## config.mk

```make
export PLATFORM = sky130hd
export DESIGN_NAME = gmcr_front
export DESIGN_NICKNAME = d
export VERILOG_FILES = /design/src/rtl/core/gmcr_pkg.sv /design/src/rtl/core/gmcr_front.sv
export SDC_FILE = /design/constraint.sdc
export NUM_CORES = 1
export LEC_CHECK = 0
export ABC_CLOCK_PERIOD_IN_PS = 8900
export BUFFER_PORTS_ARGS = -buffer_cell sky130_fd_sc_hd__buf_4
export CAP_MARGIN = 20
export CORE_ASPECT_RATIO = 1.5
export CORE_MARGIN = 1
export CORE_UTILIZATION = 50
export CTS_CLUSTER_SIZE = 12
export DETAILED_ROUTE_END_ITERATION = 10
export HOLD_SLACK_MARGIN = 0.15
export PLACE_DENSITY = 0.77
export SLEW_MARGIN = 15
export SYNTH_ARGS = -nofsm -noshare
export SYNTH_HDL_FRONTEND = slang
export SYNTH_SLANG_ARGS = --single-unit
```

## constraint.sdc

```tcl
create_clock -name clk -period 8.9 [get_ports clk]
set_input_delay 1.78 -clock clk [delete_from_list [all_inputs] [get_ports clk]]
set_output_delay 1.78 -clock clk [all_outputs]
set_load 0.01 [all_outputs]
```

## src/rtl/core/gmcr_pkg.sv

```systemverilog
// Shared types, codes and constants of the grid move-cost relaxation block.
package gmcr_pkg;

    localparam int DEF_MAX_COLS = 64;
    localparam int DEF_MAX_ROWS = 64;

    localparam logic [6:0] RESET_GRID_WIDTH   = 7'd64;
    localparam logic [6:0] RESET_GRID_HEIGHT  = 7'd64;
    localparam logic [7:0] RESET_DISTANCE_CAP = 8'd72;

    // Request kinds on the input tuser.
    localparam logic [1:0] REQ_LOAD = 2'd0;
    localparam logic [1:0] REQ_RUN  = 2'd1;
    localparam logic [1:0] REQ_READ = 2'd2;

    // Reply kinds on the output tuser.
    localparam logic REPLY_RUN  = 1'b0;
    localparam logic REPLY_READ = 1'b1;

    // Register word indexes on the configuration port.
    localparam logic [1:0] REG_GRID_WIDTH   = 2'd0;
    localparam logic [1:0] REG_GRID_HEIGHT  = 2'd1;
    localparam logic [1:0] REG_DISTANCE_CAP = 2'd2;

    // Neighbor column and row selectors per direction (0 minus, 1 same, 2 plus).
    localparam logic [1:0] DIR_DX [8] = '{2'd0, 2'd0, 2'd0, 2'd1, 2'd1, 2'd2, 2'd2, 2'd2};
    localparam logic [1:0] DIR_DY [8] = '{2'd0, 2'd1, 2'd2, 2'd0, 2'd2, 2'd0, 2'd1, 2'd2};

    typedef enum logic [1:0] {
        OP_LOAD = 2'd0,
        OP_RUN  = 2'd1,
        OP_READ = 2'd2
    } op_t;

    typedef struct packed {
        op_t         op;
        logic [5:0]  col;
        logic [5:0]  row;
        logic [63:0] costs;
    } cmd_t;

    typedef struct packed {
        logic [6:0] grid_width;
        logic [6:0] grid_height;
        logic [7:0] distance_cap;
    } cfg_t;

    typedef struct packed {
        logic busy;
        logic queue_empty;
    } eng_status_t;

endpackage

```

## src/rtl/core/gmcr_front.sv

```systemverilog
// Front end: accepts request words, drops those that do nothing, queues commands.
module gmcr_front
    import gmcr_pkg::*;
#(
    parameter int MAX_COLS = DEF_MAX_COLS,
    parameter int MAX_ROWS = DEF_MAX_ROWS
) (
    input  logic        clk,
    input  logic        rst_n,
    input  logic        s_tvalid,
    output logic        s_tready,
    input  logic [79:0] s_tdata,
    input  logic [1:0]  s_tuser,
    output logic        cmd_valid,
    input  logic        cmd_ready,
    output cmd_t        cmd
);

    cmd_t       fifo_reg [2];
    logic       wptr_reg, wptr_next;
    logic       rptr_reg, rptr_next;
    logic [1:0] count_reg, count_next;
    logic       in_storage;
    logic       keep;
    logic       push;
    logic       pop;
    cmd_t       new_cmd;

    assign in_storage = (int'(s_tdata[5:0]) < MAX_COLS) && (int'(s_tdata[11:6]) < MAX_ROWS);

    always_comb
    begin
        new_cmd.col   = s_tdata[5:0];
        new_cmd.row   = s_tdata[11:6];
        new_cmd.costs = s_tdata[75:12];
        new_cmd.op    = OP_READ;
        keep          = 1'b0;
        unique case (s_tuser)
            REQ_LOAD:
            begin
                new_cmd.op = OP_LOAD;
                keep       = in_storage;
            end
            REQ_RUN:
            begin
                new_cmd.op = OP_RUN;
                keep       = 1'b1;
            end
            REQ_READ:
            begin
                new_cmd.op = OP_READ;
                keep       = 1'b1;
            end
            default:
            begin
                keep = 1'b0;
            end
        endcase
    end

    assign s_tready  = (count_reg != 2'd2);
    assign cmd_valid = (count_reg != 2'd0);
    assign cmd       = fifo_reg[rptr_reg];
    assign push      = s_tvalid && s_tready && keep;
    assign pop       = cmd_valid && cmd_ready;

    always_comb
    begin
        wptr_next  = push ? ~wptr_reg : wptr_reg;
        rptr_next  = pop ? ~rptr_reg : rptr_reg;
        count_next = count_reg + {1'b0, push} - {1'b0, pop};
    end

    always_ff @(posedge clk or negedge rst_n)
    begin
        if (!rst_n)
        begin
            wptr_reg  <= 1'b0;
            rptr_reg  <= 1'b0;
            count_reg <= 2'd0;
        end
        else
        begin
            wptr_reg  <= wptr_next;
            rptr_reg  <= rptr_next;
            count_reg <= count_next;
        end
    end

    always_ff @(posedge clk)
    begin
        if (push)
        begin
            fifo_reg[wptr_reg] <= new_cmd;
        end
    end

endmodule

```

== Word-level counts from Yosys, hierarchy flattened ==
Memories as Yosys holds them, arrays and structs flattened.
Cells that the tools add are included.
Word-level totals
  bits of input ports: 86
  bits in read-only memories: 0
  register bits: 4
  bits in latches: 0
  memory bits (writable): 156
  memories kept: 1
  output and inout port bits: 80
Memories
  fifo_reg: words 2, width 78, read ports 1, clocked after memory_dff 0, write ports 1, RTL line gmcr_front.sv:19  | cmd_t fifo_reg [2];
Cells by class
  multipliers: 0
  mux-type cells: 4
  shifts and indexed selects: 0
  equal/unequal tests: 3
  reduce and logical (&&, ||, !) cells: 6
  add/sub/neg operators: 2
  bitwise gates (word level): 2
  $lt $le $gt $ge: 0
  div/mod/pow operators: 0
Operator list (number)
  $pmux 2 s2: 1
  $logic_and 1x1->1: 3
  $mux 1: 3
  $reduce_or 3->1: 1
  $add 2x1->2: 1
  $eq 2x1->1 const B: 1
  $eq 2x2->1 const B: 1
  $logic_not 2->1: 1
  $ne 2x2->1 const B: 1
  $not 1->1: 2
  $reduce_bool 2->1: 1
  $sub 2x1->2: 1

== Logic depth before layout (Yosys ltp) ==
  depth in word-level cells: 6
  depth in mapped cells: 6

== Least setup slack after synthesis ==
No wires, ideal clock.
  kind: input to register
  start point: input s_tvalid
  end point: memory fifo_reg[0][0] in the netlist's numbering (enable)
  path buffers: 0
  stages on the path: 3
  path slack: 3054 ps
  arrival time: 5331 ps
  required time: 8385 ps
  setup time: 515 ps
  cell sequence: a21boi_4 -> nand2_1 -> nor2_1
Between the ends
  longest elaborated chain between the ends: 4
RTL lines
  start, declared: RTL line gmcr_front.sv:10  | input logic s_tvalid,
  $logic_and 1x1->1 (2 in a row): RTL line gmcr_front.sv:64  | assign push = s_tvalid && s_tready && keep;
  $mux 1: RTL line gmcr_front.sv:92  | if (push)
  $mux 1 (not written as such): RTL line gmcr_front.sv:94  | fifo_reg[wptr_reg] <= new_cmd;
  end, declared: RTL line gmcr_front.sv:19
No other way between the ends.

==> results.ini <==
[drt]
drtIter0Drc=171
vias=2990
routed_wirelength_um=10300
first_pass_iters=4
vias_per_cell=4.95
drc=0
ant_nets=0
wl_per_cell_um=17.0

[yosys]
syn_nets=356
ys_types=22
ys_ff_latch=160
netlist_area_mm2=0.00591
syn_area_per_cell_um2=22.0
syn_inst=269
yosys_warnings=0
yosysSeqAreaShare=0.809

[cts]
clk_latency_ns=0.41
clock_sink_count=160
max-clock-path-buffers=2
cts_buffers=17
cts_hold_buf=0
cts_tree=done
ctsResizeCount=0
post-cts-setup-buffer-count=0
clk_pin_slew_worst_paths_ns=0.06
cts_max_level=4
root_buffer=clkbuf_16

[timing]
period_needed_ns=3.84
slew_headroom=0.295
setup-tns-final_ns=0
skew_ns=0.00938
setup_viol_count_final=0
fmax_mhz=261
timing.final.hold_violations=0
rsz0062_at_grt=no
fin_crit_sh=0.431
tightest_slew_ns=1.06
report.final.slew_viol_count=0

[critical_path]
critPathLaunchType=flip-flop
cp-end-kind=output port
crit_type=flip-flop to output port
cp.arrival_ns=2.06
crit_required_ns=7.12
path_max_fanout=46

[flow_run]
maxCapViolations=0

[power]
cellLeakagePower_nw=2.96
ir_drop_v=0.000272
power_density_mw_per_mm2=316

[finish]
area_growth_pct=33.3
regArea_mm2=0.00479
layout_common_cells=162 x buf_4, 156 x edfxtp_1, 68 x mux2_2, 17 x clkbuf_16, 10 x mux2_4
n_antenna_cell=0
drive_gt1_frac=0.608
largest_reg_flops=156
nets=528
n_fill_cell=776
multiInputGateArea_mm2=0.00107
fin_util=0.683
final_common_cell=buf_4

[floorplanning]
start_util=0.513
fp.dieW_um=90.8
rows=48
fp.coreArea_mm2=0.0115
dieArea_mm2=0.0123
ios=166
fp.dieH_um=135

[global_route]
grt_pass1_vias=3082
grt_util_all_layers=0.171
antenna_found_initial=0
grt_pass1_wl_um=15400
grt_max_degree=80
grt_remaining_overflow=0

[placement]
hpwl_um=6500
place.gp.congestion=0.744
port_buffers=161

[run_status]
status=completed

[hold_path]
hp-class=flip-flop to flip-flop

[stage by stage]
stage	hold WS [ns]	worst slack [ns]	instances	cell area, um2	power [mW]
after floorplan	0.460	3.05	269	5910	1.48
after global placement	0.542	5.01	571	7270	1.77
after detailed placement	0.553	4.96	571	7270	1.79
after CTS	0.583	4.88	603	7860	2.51
after global routing	0.624	4.95	604	7880	2.59
final	0.586	5.06	604	7880	2.49
[synthesized netlist by cell type]
master / number / area share
edfxtp_1: 156 / 0.79
mux2_2: 68 / 0.13
mux2_4: 10 / 0.025
buf_2: 6 / 0.0051
dfrtp_1: 4 / 0.017
buf_6: 3 / 0.0057
nand2_1: 3 / 0.0019
a21oi_1: 2 / 0.0017
nor2_1: 2 / 0.0013
nor2b_1: 2 / 0.0021
xnor2_1: 2 / 0.0030
a211oi_1: 1 / 0.0013
a21boi_4: 1 / 0.0032
and3_1: 1 / 0.0011
clkbuf_1: 1 / 0.00063
ha_1: 1 / 0.0021
nand2b_1: 1 / 0.0011
nand3_1: 1 / 0.00085
nor3_2: 1 / 0.0017
o21ai_0: 1 / 0.00085
or2_2: 1 / 0.0011
xor2_1: 1 / 0.0015
[worst max-delay path: stages (launching register included)]
cell and delay, ns:
dfrtp_4 0.76, buf_12 0.34, mux2_2 0.38, buf_4 0.15
[kinds of logic (layout without fill, tap and decap cells)]
logic type | after synthesis | count (layout) | share of synthesized area
multiplexers | 78 | 78 | 0.155
XOR/XNOR | 3 | 3 | 0.00444
AO/OA/AOI/OAI | 5 | 5 | 0.00698
flip-flops | 160 | 160 | 0.809
adder cells (fa/ha/maj) | 1 | 1 | 0.00212
buffers and inverters | 10 | 195 | 0.0114
AND/OR/NAND/NOR | 12 | 12 | 0.0110
[routing by layer]
metal	global-route usage	vias to the layer above	part of all wire
li1	-	1409	-
met1	0.175	1452	0.35
met2	0.307	110	0.57
met3	0.0511	19	0.046
met4	0.101	0	0.029
met5	0	-	0
[power breakdown]
| part | leakage [nW] | switching [mW] | internal (mW) | total, mW |
|---|---|---|---|---|
| Sequential | 1.49 | 0.0698 | 0.991 | 1.06 |
| Clock | 0.281 | 0.277 | 0.440 | 0.716 |
| Combinational | 1.20 | 0.319 | 0.391 | 0.710 |
[path summary, 6_finish.rpt]
| path | slack [ns] | depth (start not counted) | to | from |
|---|---|---|---|---|
| setup / recovery | 5.06 | 3 | cmd[13] | rptr_reg |
| hold / removal | 0.59 | 1 | wptr_reg | wptr_reg |
| setup reg to reg | 6.48 | 4 | fifo_reg[0][51] | count_reg[0] |
| hold reg to reg | 0.59 | 1 | wptr_reg | wptr_reg |
| max in group asynchronous | 7.63 | 1 | rptr_reg | rst_n |
| min in group asynchronous | 1.15 | 1 | count_reg[0] | rst_n |
[final cells by class]
class / count / share of cell area
repair buffers: 163 / 0.157
multi-input cells: 99 / 0.136
clock inverters: 14 / 0.0210
well taps: 150 / 0.0238
flip-flops and latches: 160 / 0.608
clock buffers: 18 / 0.0545
Power figures use the tool's default switching activity.
